## config.mk

```make
export PLATFORM = sky130hd
export DESIGN_NAME = hpt_divider
export DESIGN_NICKNAME = d
export VERILOG_FILES = /design/src/hw/rtl/hpt_pkg.sv /design/src/hw/rtl/hpt_divider.sv
export SDC_FILE = /design/constraint.sdc
export NUM_CORES = 1
export LEC_CHECK = 0
export BUFFER_PORTS_ARGS = -buffer_cell sky130_fd_sc_hd__buf_4
export CORE_UTILIZATION = 46
export DETAILED_ROUTE_END_ITERATION = 6
export GPL_TIMING_DRIVEN = 0
export PLACE_DENSITY = 0.74
export SKIP_CTS_REPAIR_TIMING = 1
export SLEW_MARGIN = 20
export SYNTH_ARGS = -nofsm -noshare
export SYNTH_HDL_FRONTEND = slang
export SYNTH_SLANG_ARGS = --single-unit
```

## constraint.sdc

```tcl
create_clock -name clk_i -period 4.6 [get_ports clk_i]
set_input_delay 0.23 -clock clk_i [delete_from_list [all_inputs] [get_ports clk_i]]
set_output_delay 0.23 -clock clk_i [all_outputs]
set_load 0.01 [all_outputs]
```

## src/hw/rtl/hpt_pkg.sv

```systemverilog
// Package: types, constants and helpers for the homogeneous point transform.
package hpt_pkg;

  localparam int FRACTION_BITS = 16;
  localparam int COEFF_WIDTH   = 32;
  localparam int ACC_WIDTH     = 2 * COEFF_WIDTH + 4;
  localparam int NUM_WIDTH     = ACC_WIDTH + FRACTION_BITS;

  typedef logic signed [COEFF_WIDTH-1:0] coeff_t;
  typedef logic signed [ACC_WIDTH-1:0]   acc_t;

  typedef enum logic [2:0] {
    OP_LOAD     = 3'd0,
    OP_CONCAT   = 3'd1,
    OP_XFORM    = 3'd2,
    OP_ROTATE   = 3'd3,
    OP_ROT_XLAT = 3'd4,
    OP_IDENTITY = 3'd5
  } opcode_e;

  typedef struct packed {
    logic [2:0]         opcode;
    logic [3:0]         element_index;
    logic signed [31:0] element_value;
    logic signed [31:0] point_x;
    logic signed [31:0] point_y;
    logic signed [31:0] point_z;
  } in_word_t;

  typedef struct packed {
    logic signed [31:0] result_x;
    logic signed [31:0] result_y;
    logic signed [31:0] result_z;
    logic               range_fault;
  } out_word_t;

  // divider control and status
  typedef struct packed {
    logic start;
  } div_ctl_t;

  typedef struct packed {
    logic busy;
    logic done;
  } div_sts_t;

  localparam int ONE_RAW = (FRACTION_BITS >= COEFF_WIDTH - 1) ?
                           ((1 << (COEFF_WIDTH - 1)) - 1) : (1 << FRACTION_BITS);
  localparam coeff_t COEFF_ONE = coeff_t'(ONE_RAW);

  function automatic coeff_t ident_elem(input logic [3:0] idx);
    return (idx[1:0] == idx[3:2]) ? COEFF_ONE : '0;
  endfunction

  // saturate an accumulator-wide value to the coefficient width
  function automatic coeff_t sat_coeff(input acc_t a);
    acc_t mx;
    acc_t mn;
    mx = acc_t'({1'b0, {(COEFF_WIDTH-1){1'b1}}});
    mn = ~mx;
    if (a > mx) return coeff_t'(mx);
    if (a < mn) return coeff_t'(mn);
    return coeff_t'(a);
  endfunction

  function automatic logic sat_ovf32(input logic signed [NUM_WIDTH-1:0] a);
    return (a > $signed({{(NUM_WIDTH-31){1'b0}}, {31{1'b1}}})) ||
           (a < $signed({{(NUM_WIDTH-31){1'b1}}, {31{1'b0}}}));
  endfunction

  function automatic logic [31:0] sat32(input logic signed [NUM_WIDTH-1:0] a);
    if (a > $signed({{(NUM_WIDTH-31){1'b0}}, {31{1'b1}}})) return 32'h7fff_ffff;
    if (a < $signed({{(NUM_WIDTH-31){1'b1}}, {31{1'b0}}})) return 32'h8000_0000;
    return a[31:0];
  endfunction

endpackage

```

## src/hw/rtl/hpt_divider.sv

```systemverilog
// Radix-2 restoring divider for the homogeneous divide, one quotient bit a cycle.
module hpt_divider (
  input  logic                                 clk_i,
  input  logic                                 rst_ni,
  input  hpt_pkg::div_ctl_t                    ctl_i,
  input  logic [hpt_pkg::NUM_WIDTH-1:0]        num_i,
  input  logic [hpt_pkg::ACC_WIDTH-1:0]        den_i,
  output hpt_pkg::div_sts_t                    sts_o,
  output logic [hpt_pkg::NUM_WIDTH-1:0]        quo_o,
  output logic                                 rem_nz_o
);
  import hpt_pkg::*;

  localparam int CW = $clog2(NUM_WIDTH + 1);

  logic [CW-1:0]        cnt_q, cnt_d;
  logic                 busy_q, busy_d, done_q, done_d;
  logic [NUM_WIDTH-1:0] n_q, n_d, q_q, q_d;
  logic [ACC_WIDTH:0]   r_q, r_d, d_q, d_d, shr;

  always_comb begin
    cnt_d  = cnt_q;
    busy_d = busy_q;
    done_d = 1'b0;
    n_d    = n_q;
    q_d    = q_q;
    r_d    = r_q;
    d_d    = d_q;
    shr    = {r_q[ACC_WIDTH-1:0], n_q[NUM_WIDTH-1]};
    if (ctl_i.start) begin
      busy_d = 1'b1;
      cnt_d  = CW'(NUM_WIDTH);
      n_d    = num_i;
      q_d    = '0;
      r_d    = '0;
      d_d    = {1'b0, den_i};
    end else if (busy_q) begin
      n_d = {n_q[NUM_WIDTH-2:0], 1'b0};
      if (shr >= d_q) begin
        r_d = shr - d_q;
        q_d = {q_q[NUM_WIDTH-2:0], 1'b1};
      end else begin
        r_d = shr;
        q_d = {q_q[NUM_WIDTH-2:0], 1'b0};
      end
      cnt_d = cnt_q - 1'b1;
      if (cnt_q == CW'(1)) begin
        busy_d = 1'b0;
        done_d = 1'b1;
      end
    end
  end

  always_ff @(posedge clk_i or negedge rst_ni) begin
    if (!rst_ni) begin
      cnt_q  <= '0;
      busy_q <= 1'b0;
      done_q <= 1'b0;
    end else begin
      cnt_q  <= cnt_d;
      busy_q <= busy_d;
      done_q <= done_d;
    end
  end

  always_ff @(posedge clk_i) begin
    n_q <= n_d;
    q_q <= q_d;
    r_q <= r_d;
    d_q <= d_d;
  end

  assign sts_o.busy = busy_q;
  assign sts_o.done = done_q;
  assign quo_o      = q_q;
  assign rem_nz_o   = (r_q != '0);

  a_done_after_busy: assert property (@(posedge clk_i) disable iff (!rst_ni)
    done_q |-> $past(busy_q)) else $error("divider done without busy");
  a_cnt_busy: assert property (@(posedge clk_i) disable iff (!rst_ni)
    busy_q |-> cnt_q != '0) else $error("divider busy with zero count");
  a_no_start_busy: assert property (@(posedge clk_i) disable iff (!rst_ni)
    ctl_i.start |=> busy_q) else $error("divider did not start");
endmodule

```

==> impl_metrics.tcl, run 1 <==
set metrics [dict create \
    status "complete, but fails checks" \
    failed_checks "negative hold slack" \
    antenna_left 0 \
    cts.clk_slew.worst_paths_ns 0.06 \
    synth_top_cell_area_share_pct 27.5 \
    grt_max_degree 74 \
    ir_drop_v 0.000360 \
    placed_area_mm2 0.0190 \
    fin_setup_tns_ns 0 \
    ff_latch_area_mm2 0.00785 \
    multi_input_area_mm2 0.00794 \
    finalWirelength_um 48900 \
    routed_via_density 5.54 \
    maxSlewHeadroom_pct 35.4 \
    worst_slew_pin_slew_ns 0.970 \
    cts_buffers 36 \
    setup_ws_ns 0.567 \
    netlist_area_mm2 0.0166 \
    layout.nets 2297 \
    syn_to_final_growth_pct 30.8 \
    syn_inst 1640 \
    place.gp.congestion 0.990 \
    synth_seq_area_share_pct 47.3 \
    die_h_um 192 \
    hp-class "in -> reg" \
    ys.flop_type "dfxtp_1" \
    die_x_um 192 \
    clock_latency_ns 0.55 \
    dp_cells 2343 \
    synth-edff-count 152 \
    rsz0062_at_grt "no" \
    max_freq_ghz 0.248 \
    place_worst_setup_slack_ns 0.766 \
    synth.distinct_cells 66 \
    ios 242 \
    regToRegSetupSlack_ns 0.57 \
    drt-pass1-iter-count 5 \
    fillers 2897 \
    setup_viol 0 \
    fin_skew_ns 0.0222 \
    htree_levels 2 \
    synth-async-reset-ratio_pct 2.87 \
    slowest_stage "a211oi_1" \
    period_needed_ns 4.03 \
    portBuffers 241 \
    post-route-drc-count 0 \
    postLayoutCellArea_mm2 0.0217 \
    rows 69 \
    cts_tree "done" \
    clk_path_buf_depth 3 \
    startpoint_type "flip-flop" \
    grt_pass1_wl_um 70500 \
    synth_area_per_cell_um2 10.1 \
    ys_ff_latch 314 \
    avgRoutedWirePerCell_um 19.1 \
    yosysWarnings 0 \
    synth_top_area_cell "edfxtp_1" \
    power_density_mw_per_mm2 492 \
    leakage_nw 9.62 \
    crit_start "r_q[20]" \
    maxSlewViolCount 0 \
    first_iter_violations 1018 \
    min_from "num_i[66]" \
    period_share_pct 87.7 \
    arrival_ns 4.49 \
    final_cells 2565 \
    required_ns 5.05 \
    synth_commonest_cells "nor2_1, dfxtp_1, edfxtp_1" \
    slowest_delay_ns 0.74 \
    synth.net_count 1866 \
    cp_cell_sequence "ha_1, clkbuf_1, a21oi_1, o21ba_2, o21ai_0, a221oi_1, o21ai_0, a211oi_1, a21oi_1, o21bai_1, and2_1, o211ai_1, a311oi_1" \
    crit_path_max_fanout 7 \
    reg2reg_from "r_q[20]" \
    finalHoldViolations 1 \
    root_buffer "clkbuf_16" \
    clock-sinks 314 \
    whs_ns -0.00156 \
    drive_gt1_share_pct 19.9 \
    core_mm2 0.0356 \
    vias 14200 \
    grt_antenna_before_repair 7 \
    track_usage_pct 24.5 \
    start_util_pct 46.6 \
    crit_type "reg -> reg" \
    grt_overflow 0 \
    synthTopCellsByArea "edfxtp_1, dfxtp_1, mux2i_1" \
    yosysMostFrequentCell "nor2_1" \
    endpoint_kind "flip-flop" \
    maxCapViolCount 0 \
    place_hpwl_um 33800 \
    die_area_mm2 0.0368 \
    grt_pass1_vias 13200 \
]
[layout by cell type (no fill, tap or decap), drive strengths merged, types with 19 or more instances in the layout]
cell type	instances
mux2i	119
edfxtp	152
dlygate4sd3	151
nand4	35
o21ai	71
mux2	86
a21o	31
ha	70
a31oi	19
a211oi	51
a21oi	94
clkbuf	133
buf	266
inv	90
nor2	188
xnor2	37
nand3	21
nor4	22
o21bai	22
dfxtp	153
nand2	106
xor2	30
[worst max-delay path, delay by kind of cell (launching register included)]
| family | cells | cell delay [ns] |
|---|---|---|
| AO/OA/AOI/OAI | 10 | 2.79 |
| flip-flops | 1 | 0.48 |
| AND/OR/NAND/NOR | 1 | 0.20 |
| adder cells (fa/ha/maj) | 1 | 0.28 |
| buffers and inverters | 1 | 0.18 |
[report_power, final]
group	internal, mW	switching, mW
Sequential	3.33	0.387
Clock	1.63	1.21
Combinational	1.75	2.38
Total	6.71	3.97
[worst paths after layout]
kind / to / cells past startpoint
hold reg to reg: r_q[68] / 2
setup reg to reg: r_q[68] / 13
min in group asynchronous: busy_q / 2
max in group asynchronous: cnt_q[6] / 2
hold / removal: n_q[66] / 2
setup / recovery: r_q[68] / 13
[final cells by class]
| cell class | count | share of cell area, % |
|---|---|---|
| Antenna cell | 6 | 0.0692 |
| Buffer | 100 | 2.12 |
| Clock buffer | 57 | 4.99 |
| Clock inverter | 8 | 0.398 |
| Inverter | 90 | 1.57 |
| Multi-Input combinational cell | 1136 | 36.6 |
| Sequential cell | 314 | 36.2 |
| Tap cell | 461 | 2.66 |
| Timing Repair Buffer | 393 | 15.4 |
[metrics by stage]
step / total power, mW / hold slack (ns) / utilization (%)
detailed placement: 7.67 / 0.0627 / 53.4
CTS: 10.5 / -0.516 / 56.7
global route: 11.3 / -0.00280 / 61.0
global placement: 7.61 / 0.0593 / 53.4
finish: 10.7 / -0.00156 / 61.0
floorplan: 6.58 / -0.0656 / -
[state kept, by name, summed over array words and instances (netlist names)]
signal / flops
d_q: 68
busy_q: 1
quo_o: 84
done_q: 1
r_q: 69
cnt_q: 7
n_q: 84
[routing by layer]
layer	routed length (um)	track usage [%]	up-vias
met4	1720	9.22	2
met3	4190	9.32	117
met1	20200	29.8	6732
li1	-	-	6784
met5	13	0	-
met2	22800	39.3	563
[logic make-up (layout without fill, tap and decap cells)]
kind of cell / Yosys count / in the layout / share of synthesized area, %
simple gates: 437 / 437 / 11.9
compound gates: 356 / 356 / 14.0
flops: 314 / 314 / 47.3
mux: 205 / 205 / 13.0
buf+inv: 190 / 648 / 4.81
fa+ha+maj: 71 / 71 / 5.40
xor+xnor: 67 / 67 / 3.54
other cells: 0 / 6 / 0
(Power assumes the default switching activity.)
==> run 2, diff against run 1 <==
Clock period 4.6 ns to 4.3 ns, I/O delays scaled along.
==> impl_metrics.tcl, run 2 (synthesis results as in run 1) <==
set metrics [dict create \
    grt_antenna_before_repair 5 \
    vias 14200 \
    clock_latency_ns 0.55 \
    place_hpwl_um 33800 \
    final_common_cell "buf_4" \
    routed_via_density 5.53 \
    reg2reg_from "r_q[20]" \
    cp_cell_sequence "ha_1, clkbuf_1, a21oi_1, o21ba_2, o21ai_0, a221oi_1, o21ai_0, a211oi_1, a21oi_1, o21bai_1, and2_1, o211ai_1, a311oi_1" \
    antenna_left 0 \
    portBuffers 241 \
    fillers 2886 \
    period_needed_ns 4.02 \
    layout.nets 2299 \
    setup_viol 0 \
    maxSlewViolCount 0 \
    cts.clk_slew.worst_paths_ns 0.07 \
    clk_path_buf_depth 3 \
    cts_tree "done" \
    drive_gt1_share_pct 19.9 \
    max_freq_ghz 0.248 \
    syn_to_final_growth_pct 30.9 \
    slowest_stage "a211oi_1" \
    post-route-drc-count 0 \
    crit_type "reg -> reg" \
    placed_area_mm2 0.0190 \
    startpoint_type "flip-flop" \
    final_cells 2567 \
    first_iter_violations 1136 \
    fin_skew_ns 0.0185 \
    cts_buffers 36 \
    crit_path_max_fanout 7 \
    grt_pass1_wl_um 70500 \
    crit_start "r_q[20]" \
    ir_drop_v 0.000388 \
    fin_setup_tns_ns 0 \
    most-common-layout-cells "buf_4, nor2_1, dlygate4sd3_1, dfxtp_1, edfxtp_1" \
    status "finished clean" \
    finalWirelength_um 48700 \
    core_mm2 0.0356 \
    slowest_delay_ns 0.74 \
    postLayoutCellArea_mm2 0.0217 \
    die_x_um 192 \
    hp-class "in -> async" \
    rsz0062_at_grt "no" \
    grt_max_degree 74 \
    required_ns 4.75 \
    clock-sinks 314 \
    power_density_mw_per_mm2 525 \
    dp_cells 2343 \
    p_total_mw 11.4 \
    leakage_nw 9.63 \
    ios 242 \
    period_share_pct 93.6 \
    endpoint_kind "flip-flop" \
    root_buffer "clkbuf_16" \
    arrival_ns 4.48 \
    die_area_mm2 0.0368 \
    grt_overflow 0 \
    avgRoutedWirePerCell_um 19.0 \
    start_util_pct 46.6 \
    rows 69 \
    setup_ws_ns 0.276 \
    htree_levels 2 \
    grt_pass1_vias 13200 \
    worst_slew_pin_slew_ns 0.995 \
    reg2reg_depth 13 \
    place_worst_setup_slack_ns 0.466 \
    place.gp.congestion 0.990 \
    finalHoldViolations 0 \
    track_usage_pct 24.5 \
    die_h_um 192 \
    maxCapViolCount 0 \
    drt-pass1-iter-count 6 \
    maxSlewHeadroom_pct 33.7 \
]
[run 2: cell count changes in the layout (fill, tap and decap cells not counted)]
cell           delta
dlygate4sd3_1     +2
[run 2: through the flow]
stage               hold WS, ns  utilization (%)
detailed placement       0.0477             53.4
global route             0.0519             61.1
CTS                      -0.531             56.7
floorplan               -0.0806                -
finish                   0.0766             61.1
global placement         0.0443             53.4
[run 2: report_power, final]
part | total, mW | switching, mW | internal, mW
sequential | 3.97 | 0.413 | 3.56
combinational | 4.41 | 2.53 | 1.88
clock | 3.03 | 1.28 | 1.75
total | 11.4 | 4.23 | 7.18
[run 2: layout make-up]
cell class | instances | area (um^2) | share of cell area, %
diodes | 6 | 15.0 | 0.0691
plain buffers | 100 | 460 | 2.12
clock buffers | 57 | 1080 | 4.98
clock inverters | 8 | 86.3 | 0.397
inverters | 90 | 340 | 1.57
multi-input cells | 1136 | 7940 | 36.6
flip-flops and latches | 314 | 7850 | 36.1
well taps | 461 | 577 | 2.66
repair buffers | 395 | 3370 | 15.5
[run 2: path summary, 6_finish.rpt]
check	to	slack, ns
setup / recovery	r_q[68]	0.28
hold / removal	busy_q	0.08
setup reg to reg	r_q[68]	0.28
hold reg to reg	r_q[68]	0.49
max in group asynchronous	cnt_q[6]	4.08
min in group clk_i	d_q[22]	0.37
[run 2: routing by layer]
metal | up-vias | global-route usage (%) | share of wire [%]
met2 | 563 | 39.3 | 46
li1 | 6799 | - | -
met3 | 126 | 9.32 | 8.8
met1 | 6710 | 29.8 | 41
met4 | 0 | 9.22 | 3.9
met5 | - | 0 | 0
[run 2: worst max-delay path: cells and delay by family (launching register included)]
kind	cells	cell delay (ns)
adders and majority gates	1	0.28
and+or+nand+nor	1	0.20
AOI/OAI and AO/OA	10	2.80
buffers and inverters	1	0.18
DFF	1	0.48
==> run 3, diff against run 2 <==
Settings changed: ABC_AREA set to 1, CORE_ASPECT_RATIO set to 0.75.
==> impl_metrics.tcl, run 3 <==
set metrics [dict create \
    endpoint_kind "flip-flop" \
    post-route-drc-count 0 \
    place_hpwl_um 48100 \
    synth-edff-count 152 \
    dr_wl_met2_um 28100 \
    root_buffer "clkbuf_16" \
    crit_path_max_fanout 10 \
    clock_latency_ns 0.61 \
    layout.nets 3416 \
    grt_pass1_wl_um 91900 \
    rsz0062_at_grt "no" \
    htree_levels 1 \
    grt_max_degree 70 \
    core_mm2 0.0398 \
    grt_overflow 0 \
    routed_via_density 5.07 \
    placed_area_mm2 0.0212 \
    met3_length_um 5910 \
    cts_buffers 31 \
    drt-pass1-iter-count 6 \
    clock-sinks 314 \
    maxSlewHeadroom_pct 36.8 \
    synth-async-reset-ratio_pct 2.87 \
    synth_top_cell_area_share_pct 24.6 \
    first_iter_violations 1760 \
    yosysMostFrequentCell "nand2_1" \
    die_h_um 177 \
    startpoint_type "flip-flop" \
    synth_top_area_cell "nand2_1" \
    postLayoutCellArea_mm2 0.0238 \
    final_cells 3737 \
    syn_inst 2761 \
    period_needed_ns 3.03 \
    syn_to_final_growth_pct 27.1 \
    period_share_pct 70.6 \
    arrival_ns 3.54 \
    track_usage_pct 28.4 \
    most-common-layout-cells "nand2_1, inv_1, buf_4, dlygate4sd3_1, dfxtp_1" \
    grt_pass1_vias 16600 \
    drt-met1-wl_um 29300 \
    final_core_util_pct 59.7 \
    yosysWarnings 0 \
    maxCapViolCount 0 \
    dp_cells 3524 \
    drive_gt1_share_pct 10.2 \
    setup_viol 0 \
    worst_slew_pin_slew_ns 0.948 \
    vias 19000 \
    synth_seq_area_share_pct 42.0 \
    netlist_area_mm2 0.0187 \
    power_density_mw_per_mm2 290 \
    avgRoutedWirePerCell_um 17.4 \
    ir_drop_v 0.000317 \
    synthTopCellsByArea "nand2_1, edfxtp_1, dfxtp_1" \
    whs_ns 0.0174 \
    final_common_cell "nand2_1" \
    crit_type "reg -> reg" \
    cts_tree "done" \
    cts.clk_slew.worst_paths_ns 0.07 \
    synth.distinct_cells 40 \
    finalHoldViolations 0 \
    required_ns 4.81 \
    die_x_um 235 \
    fin_skew_ns 0.0154 \
    antenna_left 0 \
    synth_area_per_cell_um2 6.77 \
    start_util_pct 47.0 \
    synth_commonest_cells "nand2_1, inv_1, dfxtp_1" \
    reg2reg_depth 13 \
    top_layer_used "met5" \
    max_freq_ghz 0.330 \
    die_area_mm2 0.0415 \
    status "finished clean" \
    place.gp.congestion 1.05 \
    maxSlewViolCount 0 \
    ys.flop_type "dfxtp_1" \
    clk_path_buf_depth 3 \
    ys_ff_latch 314 \
    leakage_nw 12.6 \
    synth.net_count 2987 \
    hp-class "in -> async" \
    rows 63 \
    portBuffers 241 \
    finalWirelength_um 65100 \
    grt_antenna_before_repair 5 \
    ios 242 \
]
run 3: critical path: stages (launching register included):
cell and delay (ns):
dfxtp_1 0.34, ha_1 0.48, nand2_1 0.20, nor2_1 0.25, nand2_1 0.17, nor2_2 0.24
nand2_2 0.15, nor3_4 0.23, nor2_4 0.15, nand2_8 0.16, buf_6 0.18, nand3_1 0.20
nand2_1 0.12, nand2_1 0.05
run 3: worst paths after layout:
kind | slack (ns) | to | from
setup / recovery | 1.27 | r_q[55] | r_q[40]
hold / removal | 0.02 | cnt_q[5] | rst_ni
setup reg to reg | 1.27 | r_q[55] | r_q[40]
hold reg to reg | 0.45 | r_q[68] | r_q[68]
max in group asynchronous | 4.15 | cnt_q[4] | rst_ni
min in group clk_i | 0.29 | d_q[23] | ctl_i
run 3: kinds of logic (layout without fill, tap and decap cells):
group	count (synthesis)	in the layout	share of synthesized area, %
compound gates	169	169	5.20
fa+ha+maj	71	71	4.79
flops	314	314	42.0
buf+inv	593	1046	12.2
xor+xnor	31	31	1.45
other cells	0	3	0
simple gates	1583	1583	34.3
run 3: final cells by class:
cell class / instances / area [um^2]
Inverter: 521 / 1960
Fill cell: 3553 / 16000
Clock inverter: 21 / 205
Buffer: 72 / 333
Tap cell: 520 / 651
Timing Repair Buffer: 396 / 3380
Sequential cell: 314 / 7850
Multi-Input combinational cell: 1854 / 8560
Antenna cell: 3 / 7.51
Clock buffer: 36 / 825
run 3: where the power goes:
part / internal [mW] / switching [mW] / leakage, nW
clock network: 1.56 / 1.25 / 0.524
logic: 0.333 / 0.430 / 9.11
registers: 3.28 / 0.0484 / 2.93
run 3: stage by stage:
stage | worst slack, ns | TNS (ns) | power [mW]
finish | 1.27 | 0 | 6.90
global route | 1.08 | 0 | 7.13
CTS | 1.31 | 0 | 6.77
detailed placement | 1.13 | 0 | 4.00
global placement | -1.79 | -165.45 | 3.98
floorplan | 0.640 | 0 | 3.73
run 3: layer usage:
metal | vias to the layer above | GRT usage [%]
li1 | 9388 | -
met5 | - | 0
met4 | 6 | 5.92
met2 | 818 | 42.9
met1 | 8607 | 40.4
met3 | 143 | 8.07
